--- src/rtl/bre_pkg.sv ---
package bre_pkg;

    // Field widths fixed by the reading and estimate formats.
    localparam int CHARGE_W  = 24;
    localparam int CURRENT_W = 24;
    localparam int STATUS_W  = 2;
    localparam int HOURS_W   = 24;
    localparam int MINUTES_W = 6;
    localparam int PERCENT_W = 7;
    localparam int LEVEL_W   = 4;

    // Defaults for the top-level parameters.
    localparam int WINDOW_DEPTH_DEF = 10;
    localparam int SAMPLE_BITS_DEF  = 24;

    localparam int MINUTES_PER_HOUR = 60;
    localparam int PERCENT_FULL     = 100;
    localparam int PERCENT_ROUND_UP = 99;

    // Charge status codes as they arrive on the reading channel.
    localparam logic [STATUS_W-1:0] CODE_CHARGING    = 2'd0;
    localparam logic [STATUS_W-1:0] CODE_DISCHARGING = 2'd1;
    localparam logic [STATUS_W-1:0] CODE_FULL        = 2'd2;

    // Status as remembered between readings; NONE means nothing seen yet.
    typedef enum logic [1:0] {
        ST_NONE        = 2'd0,
        ST_CHARGING    = 2'd1,
        ST_DISCHARGING = 2'd2,
        ST_FULL        = 2'd3
    } status_t;

    typedef struct packed {
        logic [CHARGE_W-1:0]  full_charge;
        logic [CHARGE_W-1:0]  present_charge;
        logic [CURRENT_W-1:0] present_current;
        logic [STATUS_W-1:0]  charge_status;
    } reading_t;

    typedef struct packed {
        logic                 is_full;
        logic                 time_unknown;
        logic [HOURS_W-1:0]   hours_left;
        logic [MINUTES_W-1:0] minutes_left;
        logic [PERCENT_W-1:0] percent_charged;
        logic [LEVEL_W-1:0]   level_index;
        logic                 refresh;
    } estimate_t;

    // Commands to the sample window.
    typedef struct packed {
        logic clear;
        logic write;
        logic scan;
    } win_cmd_t;

    // Status reported by the window scanner and the divider.
    typedef struct packed {
        logic busy;
        logic done;
    } unit_sts_t;

endpackage

--- src/rtl/battery_runtime_estimator.sv ---
// Battery runtime estimator.
// A reading (full charge, present charge, present current, charge status) is taken
// on the reading channel when reading_valid and reading_ready are both high; each
// reading gives exactly one estimate transaction on the estimate channel.
// reading_ready is high only while the block is idle, so readings are handled one
// at a time. A reading with status full goes through the write and done states
// only, and its estimate is handed on once the output register is free. Any other
// reading also goes through the scan and divide states, and is done sooner when
// the leading run of samples ends early, the rate is zero or the battery is at or
// above capacity: the window scan reads one stored sample per cycle from the window
// RAM, and the shared bit-serial divider then forms, one quotient bit per cycle, the
// mean current, the hours, the minutes and the percentage. A new reading is taken
// the cycle after an estimate is handed to the output register.
// The estimate sits in an output register; when the receiver stalls, the finished
// estimate waits there while the next reading is already being worked on, and the
// block only holds once a second estimate is ready behind it.
// Reset clears the window (all samples read as zero), the write cursor and the
// remembered status, and drops estimate_valid.
module battery_runtime_estimator #(
    parameter int WINDOW_DEPTH = bre_pkg::WINDOW_DEPTH_DEF,
    parameter int SAMPLE_BITS  = bre_pkg::SAMPLE_BITS_DEF
) (
    input  logic                clk,
    input  logic                rst_n,
    input  logic                reading_valid,
    output logic                reading_ready,
    input  bre_pkg::reading_t   reading,
    output logic                estimate_valid,
    input  logic                estimate_ready,
    output bre_pkg::estimate_t  estimate
);

    localparam int IDX_W = (WINDOW_DEPTH > 1) ? $clog2(WINDOW_DEPTH) : 1;
    localparam int CNT_W = $clog2(WINDOW_DEPTH + 1);
    localparam int SUM_W = SAMPLE_BITS + CNT_W;
    // Divider width covers the widest divisor: the mean current or the full charge.
    localparam int DV_W  = (SAMPLE_BITS > bre_pkg::CHARGE_W) ? SAMPLE_BITS : bre_pkg::CHARGE_W;
    localparam int DC_W  = $clog2(DV_W + 1);
    localparam int MN_W  = DV_W + 6;
    localparam int PN_W  = bre_pkg::CHARGE_W + bre_pkg::PERCENT_W;
    localparam logic [IDX_W-1:0] LAST_IDX = IDX_W'(WINDOW_DEPTH - 1);

    typedef enum logic [9:0] {
        S_IDLE  = 10'b0000000001,
        S_WRITE = 10'b0000000010,
        S_SCAN  = 10'b0000000100,
        S_MEAN  = 10'b0000001000,
        S_TIME  = 10'b0000010000,
        S_HOURS = 10'b0000100000,
        S_MINS  = 10'b0001000000,
        S_PSET  = 10'b0010000000,
        S_PCT   = 10'b0100000000,
        S_DONE  = 10'b1000000000
    } state_t;

    state_t                              state_reg;
    state_t                              state_next;
    logic [IDX_W-1:0]                    cursor_reg;
    bre_pkg::status_t                    last_status_reg;
    bre_pkg::status_t                    st_in;
    logic                                accept;
    logic                                status_change;

    logic [bre_pkg::CHARGE_W-1:0]        full_reg;
    logic [bre_pkg::CHARGE_W-1:0]        present_reg;
    logic [bre_pkg::CHARGE_W-1:0]        left_reg;
    logic [bre_pkg::CHARGE_W-1:0]        left_in;
    logic [SAMPLE_BITS-1:0]              cur_reg;
    logic                                is_full_reg;
    logic [SAMPLE_BITS-1:0]              rate_reg;
    logic                                unknown_reg;
    logic [bre_pkg::HOURS_W-1:0]         hours_reg;
    logic [bre_pkg::MINUTES_W-1:0]       mins_reg;
    logic [bre_pkg::PERCENT_W-1:0]       pct_reg;
    logic                                refresh_reg;
    logic                                estimate_valid_reg;
    bre_pkg::estimate_t                  estimate_reg;

    bre_pkg::win_cmd_t                   win_cmd;
    bre_pkg::unit_sts_t                  win_sts;
    logic [SUM_W-1:0]                    win_sum;
    logic [CNT_W-1:0]                    win_n;

    logic                                div_start;
    logic [DV_W-1:0]                     div_rem_init;
    logic [DV_W-1:0]                     div_num;
    logic [DC_W-1:0]                     div_count;
    logic [DV_W-1:0]                     div_divisor;
    bre_pkg::unit_sts_t                  div_sts;
    logic [DV_W-1:0]                     div_quot;
    logic [DV_W-1:0]                     div_rem;

    logic [MN_W-1:0]                     min_num;
    logic [PN_W-1:0]                     pct_num;
    logic                                pct_done_ge;

    // Tenths of the percentage, by multiplying with 205/2048; exact for 0..100.
    function automatic logic [bre_pkg::LEVEL_W-1:0] level_of(
        input logic [bre_pkg::PERCENT_W-1:0] pct
    );
        logic [14:0] prod;
        prod = 15'(pct) * 15'd205;
        return prod[14:11];
    endfunction

    assign reading_ready = (state_reg == S_IDLE);
    assign accept        = reading_valid && reading_ready;

    // Status decode; the unused fourth code counts as discharging.
    always_comb
    begin
        unique case (reading.charge_status)
            bre_pkg::CODE_CHARGING: st_in = bre_pkg::ST_CHARGING;
            bre_pkg::CODE_FULL:     st_in = bre_pkg::ST_FULL;
            default:                st_in = bre_pkg::ST_DISCHARGING;
        endcase
    end

    assign status_change = (st_in != last_status_reg);

    // Charge still to move: present charge when discharging, the missing charge
    // when charging, never below zero.
    always_comb
    begin
        if (st_in == bre_pkg::ST_DISCHARGING)
        begin
            left_in = reading.present_charge;
        end
        else if (reading.full_charge > reading.present_charge)
        begin
            left_in = reading.full_charge - reading.present_charge;
        end
        else
        begin
            left_in = '0;
        end
    end

    // Minutes come from the remainder of charge/rate: floor(rem*60/rate) < 60.
    assign min_num = MN_W'(div_rem) * MN_W'(bre_pkg::MINUTES_PER_HOUR);
    // The percentage divide only runs when present < full, so its quotient is below 128.
    assign pct_num = PN_W'(present_reg) * PN_W'(bre_pkg::PERCENT_FULL);
    assign pct_done_ge = (div_quot >= DV_W'(bre_pkg::PERCENT_ROUND_UP));

    bre_window #(
        .DEPTH       (WINDOW_DEPTH),
        .SAMPLE_BITS (SAMPLE_BITS)
    ) u_window (
        .clk     (clk),
        .rst_n   (rst_n),
        .cmd     (win_cmd),
        .wr_addr (cursor_reg),
        .wr_data (cur_reg),
        .sts     (win_sts),
        .sum     (win_sum),
        .count   (win_n)
    );

    bre_div #(
        .WIDTH (DV_W)
    ) u_div (
        .clk      (clk),
        .rst_n    (rst_n),
        .start    (div_start),
        .rem_init (div_rem_init),
        .num      (div_num),
        .count    (div_count),
        .divisor  (div_divisor),
        .sts      (div_sts),
        .quot     (div_quot),
        .rem      (div_rem)
    );

    // Sequencer: next state, window commands and divider operands.
    always_comb
    begin
        state_next    = state_reg;
        win_cmd       = '0;
        div_start     = 1'b0;
        div_rem_init  = '0;
        div_num       = '0;
        div_count     = '0;
        div_divisor   = '0;
        win_cmd.clear = accept && status_change;

        unique case (state_reg)
            S_IDLE:
            begin
                if (accept)
                begin
                    state_next = S_WRITE;
                end
            end
            S_WRITE:
            begin
                if (is_full_reg)
                begin
                    state_next = S_DONE;
                end
                else
                begin
                    win_cmd.write = 1'b1;
                    win_cmd.scan  = 1'b1;
                    state_next    = S_SCAN;
                end
            end
            S_SCAN:
            begin
                if (win_sts.done)
                begin
                    if (win_n == '0)
                    begin
                        state_next = S_TIME;
                    end
                    else
                    begin
                        // Mean of the run; the quotient fits in SAMPLE_BITS.
                        div_start    = 1'b1;
                        div_rem_init = DV_W'(win_sum[SUM_W-1:SAMPLE_BITS]);
                        div_num      = DV_W'(win_sum[SAMPLE_BITS-1:0]) << (DV_W - SAMPLE_BITS);
                        div_count    = DC_W'(SAMPLE_BITS);
                        div_divisor  = DV_W'(win_n);
                        state_next   = S_MEAN;
                    end
                end
            end
            S_MEAN:
            begin
                if (div_sts.done)
                begin
                    state_next = S_TIME;
                end
            end
            S_TIME:
            begin
                if (rate_reg == '0)
                begin
                    state_next = S_PSET;
                end
                else
                begin
                    div_start   = 1'b1;
                    div_num     = DV_W'(left_reg) << (DV_W - bre_pkg::CHARGE_W);
                    div_count   = DC_W'(bre_pkg::CHARGE_W);
                    div_divisor = DV_W'(rate_reg);
                    state_next  = S_HOURS;
                end
            end
            S_HOURS:
            begin
                if (div_sts.done)
                begin
                    div_start    = 1'b1;
                    div_rem_init = min_num[MN_W-1:6];
                    div_num      = DV_W'(min_num[5:0]) << (DV_W - 6);
                    div_count    = DC_W'(6);
                    div_divisor  = DV_W'(rate_reg);
                    state_next   = S_MINS;
                end
            end
            S_MINS:
            begin
                if (div_sts.done)
                begin
                    state_next = S_PSET;
                end
            end
            S_PSET:
            begin
                if ((full_reg == '0) || (present_reg >= full_reg))
                begin
                    state_next = S_DONE;
                end
                else
                begin
                    div_start    = 1'b1;
                    div_rem_init = DV_W'(pct_num[PN_W-1:bre_pkg::PERCENT_W]);
                    div_num      = DV_W'(pct_num[bre_pkg::PERCENT_W-1:0])
                                   << (DV_W - bre_pkg::PERCENT_W);
                    div_count    = DC_W'(bre_pkg::PERCENT_W);
                    div_divisor  = DV_W'(full_reg);
                    state_next   = S_PCT;
                end
            end
            S_PCT:
            begin
                if (div_sts.done)
                begin
                    state_next = S_DONE;
                end
            end
            S_DONE:
            begin
                if (!estimate_valid_reg || estimate_ready)
                begin
                    state_next = S_IDLE;
                end
            end
            default:
            begin
                state_next = S_IDLE;
            end
        endcase
    end

    // Control state.
    always_ff @(posedge clk or negedge rst_n)
    begin
        if (!rst_n)
        begin
            state_reg          <= S_IDLE;
            cursor_reg         <= '0;
            last_status_reg    <= bre_pkg::ST_NONE;
            estimate_valid_reg <= 1'b0;
        end
        else
        begin
            state_reg <= state_next;

            // A new status starts a fresh window with the cursor rewound.
            if (accept && status_change)
            begin
                last_status_reg <= st_in;
                cursor_reg      <= '0;
            end
            else if (win_cmd.write)
            begin
                cursor_reg <= (cursor_reg == LAST_IDX) ? '0 : cursor_reg + 1'b1;
            end

            if ((state_reg == S_DONE) && (!estimate_valid_reg || estimate_ready))
            begin
                estimate_valid_reg <= 1'b1;
            end
            else if (estimate_ready)
            begin
                estimate_valid_reg <= 1'b0;
            end
        end
    end

    // Per-reading working registers and the estimate register.
    always_ff @(posedge clk)
    begin
        if (accept)
        begin
            full_reg    <= reading.full_charge;
            present_reg <= reading.present_charge;
            left_reg    <= left_in;
            cur_reg     <= SAMPLE_BITS'(reading.present_current);
            is_full_reg <= (st_in == bre_pkg::ST_FULL);
            rate_reg    <= '0;
            unknown_reg <= 1'b0;
            hours_reg   <= '0;
            mins_reg    <= '0;
            pct_reg     <= '0;
            refresh_reg <= 1'b0;
        end

        if (win_cmd.write)
        begin
            refresh_reg <= (cursor_reg == '0);
        end

        if ((state_reg == S_MEAN) && div_sts.done)
        begin
            rate_reg <= div_quot[SAMPLE_BITS-1:0];
        end

        if ((state_reg == S_TIME) && (rate_reg == '0))
        begin
            unknown_reg <= 1'b1;
        end

        if ((state_reg == S_HOURS) && div_sts.done)
        begin
            hours_reg <= div_quot[bre_pkg::HOURS_W-1:0];
        end

        if ((state_reg == S_MINS) && div_sts.done)
        begin
            mins_reg <= div_quot[bre_pkg::MINUTES_W-1:0];
        end

        if ((state_reg == S_PSET) && (full_reg != '0) && (present_reg >= full_reg))
        begin
            pct_reg <= bre_pkg::PERCENT_W'(bre_pkg::PERCENT_FULL);
        end

        if ((state_reg == S_PCT) && div_sts.done)
        begin
            pct_reg <= pct_done_ge ? bre_pkg::PERCENT_W'(bre_pkg::PERCENT_FULL)
                                   : div_quot[bre_pkg::PERCENT_W-1:0];
        end

        if ((state_reg == S_DONE) && (!estimate_valid_reg || estimate_ready))
        begin
            estimate_reg.is_full         <= is_full_reg;
            estimate_reg.time_unknown    <= unknown_reg;
            estimate_reg.hours_left      <= hours_reg;
            estimate_reg.minutes_left    <= mins_reg;
            estimate_reg.percent_charged <= pct_reg;
            estimate_reg.level_index     <= level_of(pct_reg);
            estimate_reg.refresh         <= refresh_reg;
        end
    end

    assign estimate_valid = estimate_valid_reg;
    assign estimate       = estimate_reg;

`ifndef ASSERT_OFF
    // The divider is only started when it has finished its previous job.
    a_div_start_idle: assert property (@(posedge clk) disable iff (!rst_n)
        div_start |-> !div_sts.busy)
        else $error("divider started while busy");

    // A full battery reports nothing but the full flag.
    a_full_clean: assert property (@(posedge clk) disable iff (!rst_n)
        (estimate_valid && estimate.is_full) |->
            (!estimate.time_unknown && (estimate.hours_left == '0) &&
             (estimate.minutes_left == '0) && (estimate.percent_charged == '0) &&
             (estimate.level_index == '0) && !estimate.refresh))
        else $error("full estimate carries nonzero fields");

    // An unknown rate gives no time.
    a_unknown_time: assert property (@(posedge clk) disable iff (!rst_n)
        (estimate_valid && estimate.time_unknown) |->
            ((estimate.hours_left == '0) && (estimate.minutes_left == '0)))
        else $error("unknown rate with nonzero time");

    // Minutes and percentage stay in range, and the level matches the percentage.
    a_ranges: assert property (@(posedge clk) disable iff (!rst_n)
        estimate_valid |->
            ((estimate.minutes_left < bre_pkg::MINUTES_W'(bre_pkg::MINUTES_PER_HOUR)) &&
             (estimate.percent_charged <= bre_pkg::PERCENT_W'(bre_pkg::PERCENT_FULL)) &&
             (estimate.level_index == level_of(estimate.percent_charged))))
        else $error("estimate field out of range");
`endif

endmodule

--- src/rtl/bre_ram.sv ---
module bre_ram #(
    parameter int WIDTH = bre_pkg::SAMPLE_BITS_DEF,
    parameter int DEPTH = bre_pkg::WINDOW_DEPTH_DEF
) (
    input  logic                                  clk,
    input  logic                                  we,
    input  logic [((DEPTH > 1) ? $clog2(DEPTH) : 1)-1:0] waddr,
    input  logic [WIDTH-1:0]                      wdata,
    input  logic                                  re,
    input  logic [((DEPTH > 1) ? $clog2(DEPTH) : 1)-1:0] raddr,
    output logic [WIDTH-1:0]                      rdata
);

    logic [WIDTH-1:0] mem_reg [DEPTH];
    logic [WIDTH-1:0] rdata_reg;

    always_ff @(posedge clk)
    begin
        if (we)
        begin
            mem_reg[waddr] <= wdata;
        end
        if (re)
        begin
            rdata_reg <= mem_reg[raddr];
        end
    end

    assign rdata = rdata_reg;

endmodule

--- src/rtl/bre_window.sv ---
module bre_window #(
    parameter int DEPTH       = bre_pkg::WINDOW_DEPTH_DEF,
    parameter int SAMPLE_BITS = bre_pkg::SAMPLE_BITS_DEF
) (
    input  logic                                           clk,
    input  logic                                           rst_n,
    input  bre_pkg::win_cmd_t                              cmd,
    input  logic [((DEPTH > 1) ? $clog2(DEPTH) : 1)-1:0]   wr_addr,
    input  logic [SAMPLE_BITS-1:0]                         wr_data,
    output bre_pkg::unit_sts_t                             sts,
    output logic [SAMPLE_BITS+$clog2(DEPTH+1)-1:0]         sum,
    output logic [$clog2(DEPTH+1)-1:0]                     count
);

    localparam int IDX_W = (DEPTH > 1) ? $clog2(DEPTH) : 1;
    localparam int CNT_W = $clog2(DEPTH + 1);
    localparam int SUM_W = SAMPLE_BITS + CNT_W;
    localparam logic [IDX_W-1:0] LAST_IDX = IDX_W'(DEPTH - 1);

    logic [DEPTH-1:0]       valid_reg;
    logic [IDX_W-1:0]       idx_reg;
    logic                   busy_reg;
    logic                   chk_reg;
    logic                   last_reg;
    logic                   vld_q_reg;
    logic                   done_reg;
    logic [CNT_W-1:0]       cnt_reg;
    logic [SUM_W-1:0]       sum_reg;
    logic [SAMPLE_BITS-1:0] rd_data;
    logic [SAMPLE_BITS-1:0] sample;
    logic                   nonzero;

    bre_ram #(
        .WIDTH (SAMPLE_BITS),
        .DEPTH (DEPTH)
    ) u_ram (
        .clk   (clk),
        .we    (cmd.write),
        .waddr (wr_addr),
        .wdata (wr_data),
        .re    (busy_reg),
        .raddr (idx_reg),
        .rdata (rd_data)
    );

    // An entry that was cleared and not written since reads as zero.
    assign sample  = vld_q_reg ? rd_data : '0;
    assign nonzero = |sample;

    always_ff @(posedge clk or negedge rst_n)
    begin
        if (!rst_n)
        begin
            valid_reg <= '0;
            idx_reg   <= '0;
            busy_reg  <= 1'b0;
            chk_reg   <= 1'b0;
            last_reg  <= 1'b0;
            vld_q_reg <= 1'b0;
            done_reg  <= 1'b0;
            cnt_reg   <= '0;
        end
        else
        begin
            done_reg <= 1'b0;
            if (cmd.clear)
            begin
                valid_reg <= '0;
            end
            else if (cmd.write)
            begin
                valid_reg[wr_addr] <= 1'b1;
            end

            if (cmd.scan)
            begin
                busy_reg <= 1'b1;
                idx_reg  <= '0;
                chk_reg  <= 1'b0;
                cnt_reg  <= '0;
            end
            else if (busy_reg)
            begin
                chk_reg   <= 1'b1;
                last_reg  <= (idx_reg == LAST_IDX);
                vld_q_reg <= valid_reg[idx_reg];
                if (idx_reg != LAST_IDX)
                begin
                    idx_reg <= idx_reg + 1'b1;
                end
                if (chk_reg && nonzero)
                begin
                    cnt_reg <= cnt_reg + 1'b1;
                end
                // The run ends at the first entry that reads as zero or at the end of the window.
                if (chk_reg && (!nonzero || last_reg))
                begin
                    busy_reg <= 1'b0;
                    chk_reg  <= 1'b0;
                    done_reg <= 1'b1;
                end
            end
        end
    end

    always_ff @(posedge clk)
    begin
        if (cmd.scan)
        begin
            sum_reg <= '0;
        end
        else if (busy_reg && chk_reg && nonzero)
        begin
            sum_reg <= sum_reg + SUM_W'(sample);
        end
    end

    assign sts.busy = busy_reg;
    assign sts.done = done_reg;
    assign sum      = sum_reg;
    assign count    = cnt_reg;

endmodule

--- src/rtl/bre_div.sv ---
module bre_div #(
    parameter int WIDTH = bre_pkg::CHARGE_W
) (
    input  logic                         clk,
    input  logic                         rst_n,
    input  logic                         start,
    input  logic [WIDTH-1:0]             rem_init,
    input  logic [WIDTH-1:0]             num,
    input  logic [$clog2(WIDTH+1)-1:0]   count,
    input  logic [WIDTH-1:0]             divisor,
    output bre_pkg::unit_sts_t           sts,
    output logic [WIDTH-1:0]             quot,
    output logic [WIDTH-1:0]             rem
);

    localparam int CW = $clog2(WIDTH + 1);

    logic             busy_reg;
    logic             done_reg;
    logic [CW-1:0]    cnt_reg;
    logic [WIDTH-1:0] rem_reg;
    logic [WIDTH-1:0] num_reg;
    logic [WIDTH-1:0] quot_reg;
    logic [WIDTH-1:0] div_reg;
    logic [WIDTH:0]   shifted;
    logic [WIDTH:0]   diff;
    logic             ge;

    // One quotient bit per cycle, dividend bits enter from the top of num_reg.
    // The partial remainder always stays below the divisor.
    assign shifted = {rem_reg, num_reg[WIDTH-1]};
    assign diff    = shifted - {1'b0, div_reg};
    assign ge      = !diff[WIDTH];

    always_ff @(posedge clk or negedge rst_n)
    begin
        if (!rst_n)
        begin
            busy_reg <= 1'b0;
            done_reg <= 1'b0;
            cnt_reg  <= '0;
        end
        else
        begin
            done_reg <= 1'b0;
            if (start)
            begin
                busy_reg <= 1'b1;
                cnt_reg  <= count;
            end
            else if (busy_reg)
            begin
                cnt_reg <= cnt_reg - 1'b1;
                if (cnt_reg == CW'(1))
                begin
                    busy_reg <= 1'b0;
                    done_reg <= 1'b1;
                end
            end
        end
    end

    always_ff @(posedge clk)
    begin
        if (start)
        begin
            rem_reg  <= rem_init;
            num_reg  <= num;
            quot_reg <= '0;
            div_reg  <= divisor;
        end
        else if (busy_reg)
        begin
            rem_reg  <= ge ? diff[WIDTH-1:0] : shifted[WIDTH-1:0];
            num_reg  <= {num_reg[WIDTH-2:0], 1'b0};
            quot_reg <= {quot_reg[WIDTH-2:0], ge};
        end
    end

    assign sts.busy = busy_reg;
    assign sts.done = done_reg;
    assign quot     = quot_reg;
    assign rem      = rem_reg;

endmodule

--- config.mk ---
export PLATFORM = sky130hd
export DESIGN_NAME = battery_runtime_estimator
export DESIGN_NICKNAME = d
export VERILOG_FILES = /design/src/rtl/bre_pkg.sv /design/src/rtl/battery_runtime_estimator.sv /design/src/rtl/bre_ram.sv /design/src/rtl/bre_window.sv /design/src/rtl/bre_div.sv
export SDC_FILE = /design/constraint.sdc
export NUM_CORES = 1
export LEC_CHECK = 0
export ABC_AREA = 1
export ABC_CLOCK_PERIOD_IN_PS = 4770
export BUFFER_PORTS_ARGS = -buffer_cell sky130_fd_sc_hd__buf_4
export CORE_MARGIN = 4
export CORE_UTILIZATION = 55
export CTS_BUF_LIST = sky130_fd_sc_hd__clkbuf_2
export DETAILED_ROUTE_END_ITERATION = 8
export PLACE_DENSITY = 0.77
export SETUP_SLACK_MARGIN = 0.5
export SYNTH_ARGS = -nofsm -noshare
export SYNTH_HDL_FRONTEND = slang
export SYNTH_SLANG_ARGS = --single-unit
--- constraint.sdc ---
create_clock -name clk -period 4.77 [get_ports clk]
set_input_delay 0.7155 -clock clk [delete_from_list [all_inputs] [get_ports clk]]
set_output_delay 0.7155 -clock clk [all_outputs]
set_load 0.05 [all_outputs]
==> impl_metrics.toml <==
[critical_path]
cp.required_ns = 5.84
end_kind = "flip-flop"
cpMaxStageDelayCell = "fa_1"
slowest_delay_ns = 0.53
crit_chain = "inv_1, fa_1, fa_1, inv_1, ha_1, nand2_1, nor2_1, and3_1, a21oi_1, or2_2, and2_0, nor2_1, nand2_1"
cp_max_fo = 5
arrival_ns = 4.81
path_class = "reg -> reg"
start_kind = "flip-flop"

[synth]
syn_avg_cell_area_um2 = 8.96
async_reset_ff_frac = 0.0736
synth_compound_area_frac = 0.0930
ys_seq_area_frac = 0.493
yosys.area.top_type = "edfxtp_1"
synthTopCellsByArea = "edfxtp_1 (43%), nand2_1 (9.0%), ha_1 (8.1%), inv_1 (6.5%), nor2_1 (4.7%)"
synth_fa_ha_area_frac = 0.122
synth_top_area_frac = 0.433
synth_edf_count = 539
synthXorXnorAreaFrac = 0.0152
synth_mux_area_frac = 0
ys.flop_type = "edfxtp_1"
synth-seq-cells = 639
syn_inst = 4167
netlist_area_um2 = 37400
ys_types = 55
yosysWarnings = 0
synth_top_family_by_area = "simple AND/OR/NAND/NOR gates"
synth_fp_nets = 4563
synthSimpleGateAreaFrac = 0.199

[timing]
worstMarginPinSlew_ns = 1.14
hold_viol_final = 0
maxSlewHeadroom = 0.235
layout_setup_ws_ns = 1.03
fin_worst_skew_ns = 0.136
maxSlewViolCount = 0
setup_tns_ns = 0
min_period_ns = 3.74
fmax_ghz = 0.267
finalCritPeriodShare = 0.784
rsz0062_at_grt = "false"
setup_viol = 0

[worst_hold_path]
hold_class = "in -> reg"

[clocking]
cts_max_path_buffers = 3
cts.repair.resized = 0
htreeDepth = 4
cts_tree = "yes"
root_buffer = "clkbuf_2"
cts_made_buffers = 160
clock-sinks = 639
postCtsHoldBufs = 109
post-cts-setup-buffers = 0
clk_pin_slew_worst_paths_ns = 0.14
clk_latency_ns = 1.37

[power]
p_sw_mw = 11.6
p_per_area_nw_per_um2 = 585
comb_power_share = 0.509
p_sw_frac = 0.471
clkPwrFrac = 0.159
irDropWorstVdd_mv = 0.343
leakage_nw = 19.1
seqPwrFrac = 0.331
internal_power_mw = 13.0

[cells_and_area]
regArea_um2 = 18400
final_common_cell = "nand2_1"
finalNonFillerCells = 5499
nNetsFinal = 4891
multi_input_comb_area_um2 = 16100
syn_to_final_growth_pct = 12.2
drive_above_1_share = 0.105
largest_reg_flops = 240
nFillCells = 5576
layout_common_cells = "nand2_1 (899), inv_1 (643), edfxtp_1 (539), nor2_1 (461), o21ai_0 (286)"

[floorplanning]
row_count = 95
dieWidth_um = 269
die_area_um2 = 72200
initial_core_util = 0.555
die_h_um = 269
ioPinCount = 124
coreArea_um2 = 67300

[status]
violations = "DRC"
outcome = "complete, but fails checks"

[detailed_routing]
drtIter0Drc = 3068
highest_layer = "met5"
wl_um = 105000
first_pass_iters = 8
routed-wl-met3_um = 8770
avgViaCountPerCell = 5.59
ant_nets = 0
drc = 1
wirelength_met1_um = 42700
wl_met2_um = 48500
wl_per_cell_um = 19.0
num_vias = 30800

[grt]
grt.total_usage = 0.288
overflow = 0
grt_antenna_before_repair = 2
grt_max_degree = 95
grt_pass1_vias = 29600
grt_pass1_wl_um = 161000

[placed_design]
gp_congestion = 0.995
pre_cts_ws_ns = 1.06
dp_cells = 5097
hpwl_um = 74300
io_buffers = 123

[job]
drv_cap = 0
## power groups by stage
| stage | clock (mW) | combinational [mW] | sequential, mW |
|---|---|---|---|
| after floorplan | 0 | 8.97 | 7.93 |
| after global placement | 0 | 12.0 | 8.17 |
| after detailed placement | 0 | 12.2 | 8.21 |
| after CTS | 3.95 | 12.3 | 8.09 |
| after global routing | 4.30 | 14.1 | 8.21 |
| final | 3.91 | 12.5 | 8.12 |
## final cells by class
cell class | instances | area share
Timing Repair Buffer | 264 | 0.0551
Tap cell | 873 | 0.0261
Clock inverter | 50 | 0.00883
Sequential cell | 639 | 0.440
Multi-Input combinational cell | 2775 | 0.383
Clock buffer | 242 | 0.0289
Antenna cell | 1 | 0.0000597
Inverter | 655 | 0.0587
## stage by stage
step	hold slack [ns]	power [mW]	cell area [um2]	utilization
3_3_place_gp	0.402	20.1	39200	0.583
4_1_cts	0.00193	24.4	41900	0.623
5_1_grt	0.0259	26.6	41900	0.623
2_1_floorplan	0.400	16.9	37400	-
6_report	0.142	24.5	41900	0.623
3_5_place_dp	0.405	20.4	39200	0.583
## critical path, delay by kind of cell, from the launching register on
family / cells / cell delay, ns
buffers and inverters: 2 / 0.27
adder cells (fa/ha/maj): 3 / 1.39
flip-flops: 1 / 0.42
AO/OA/AOI/OAI: 1 / 0.10
AND/OR/NAND/NOR: 7 / 1.34
## cell families after synthesis
group | count (synthesis)
AND/OR/NAND/NOR | 1767
buffers and inverters | 753
flip-flops | 639
AO/OA/AOI/OAI | 625
adder cells (fa/ha/maj) | 318
XOR/XNOR | 65
## worst paths after layout
path	start	endpoint	slack, ns	cells after the start
worst max-delay path	u_div.rem[12]$_DFFE_PP_	u_div.rem[10]$_DFFE_PP_	1.03	13
worst min-delay path	reading[72]	full_reg[22]$_DFFE_PP_	0.14	2
worst max register to register	u_div.rem[12]$_DFFE_PP_	u_div.rem[10]$_DFFE_PP_	1.03	13
worst min register to register	mins_reg[0]$_SDFFCE_PN0P_	estimate[12]$_DFFE_PP_	0.39	0
max in group asynchronous	rst_n	u_div.cnt_reg[3]$_DFFE_PN0P_	3.95	4
min in group asynchronous	rst_n	state_reg[0]$_DFFE_PN1P_	0.49	3
## metal layers
metal	vias to the layer above	GRT usage
met2	1454	0.461
met3	297	0.0531
met1	14300	0.386
li1	14700	-
met4	2	0.135
met5	-	0
## cell usage after synthesis, types with 7 or more instances
cell      instances
nand2_1         899
inv_1           643
edfxtp_1        539
nor2_1          469
o21ai_0         286
ha_1            243
nand3_1         223
a21oi_1         194
fa_1             75
nand4_1          66
clkbuf_1         63
dfxtp_1          53
dfrtp_1          46
o22ai_1          41
nor3_1           38
o221ai_1         34
xor2_1           34
xnor2_1          31
o211ai_1         25
buf_2            17
and2_1           12
nand3_2          12
o21bai_1         11
buf_4             9
inv_2             9
a211oi_1          7
nor4_1            7
or2_2             7
No activity file was read; power rests on OpenSTA's default activity.
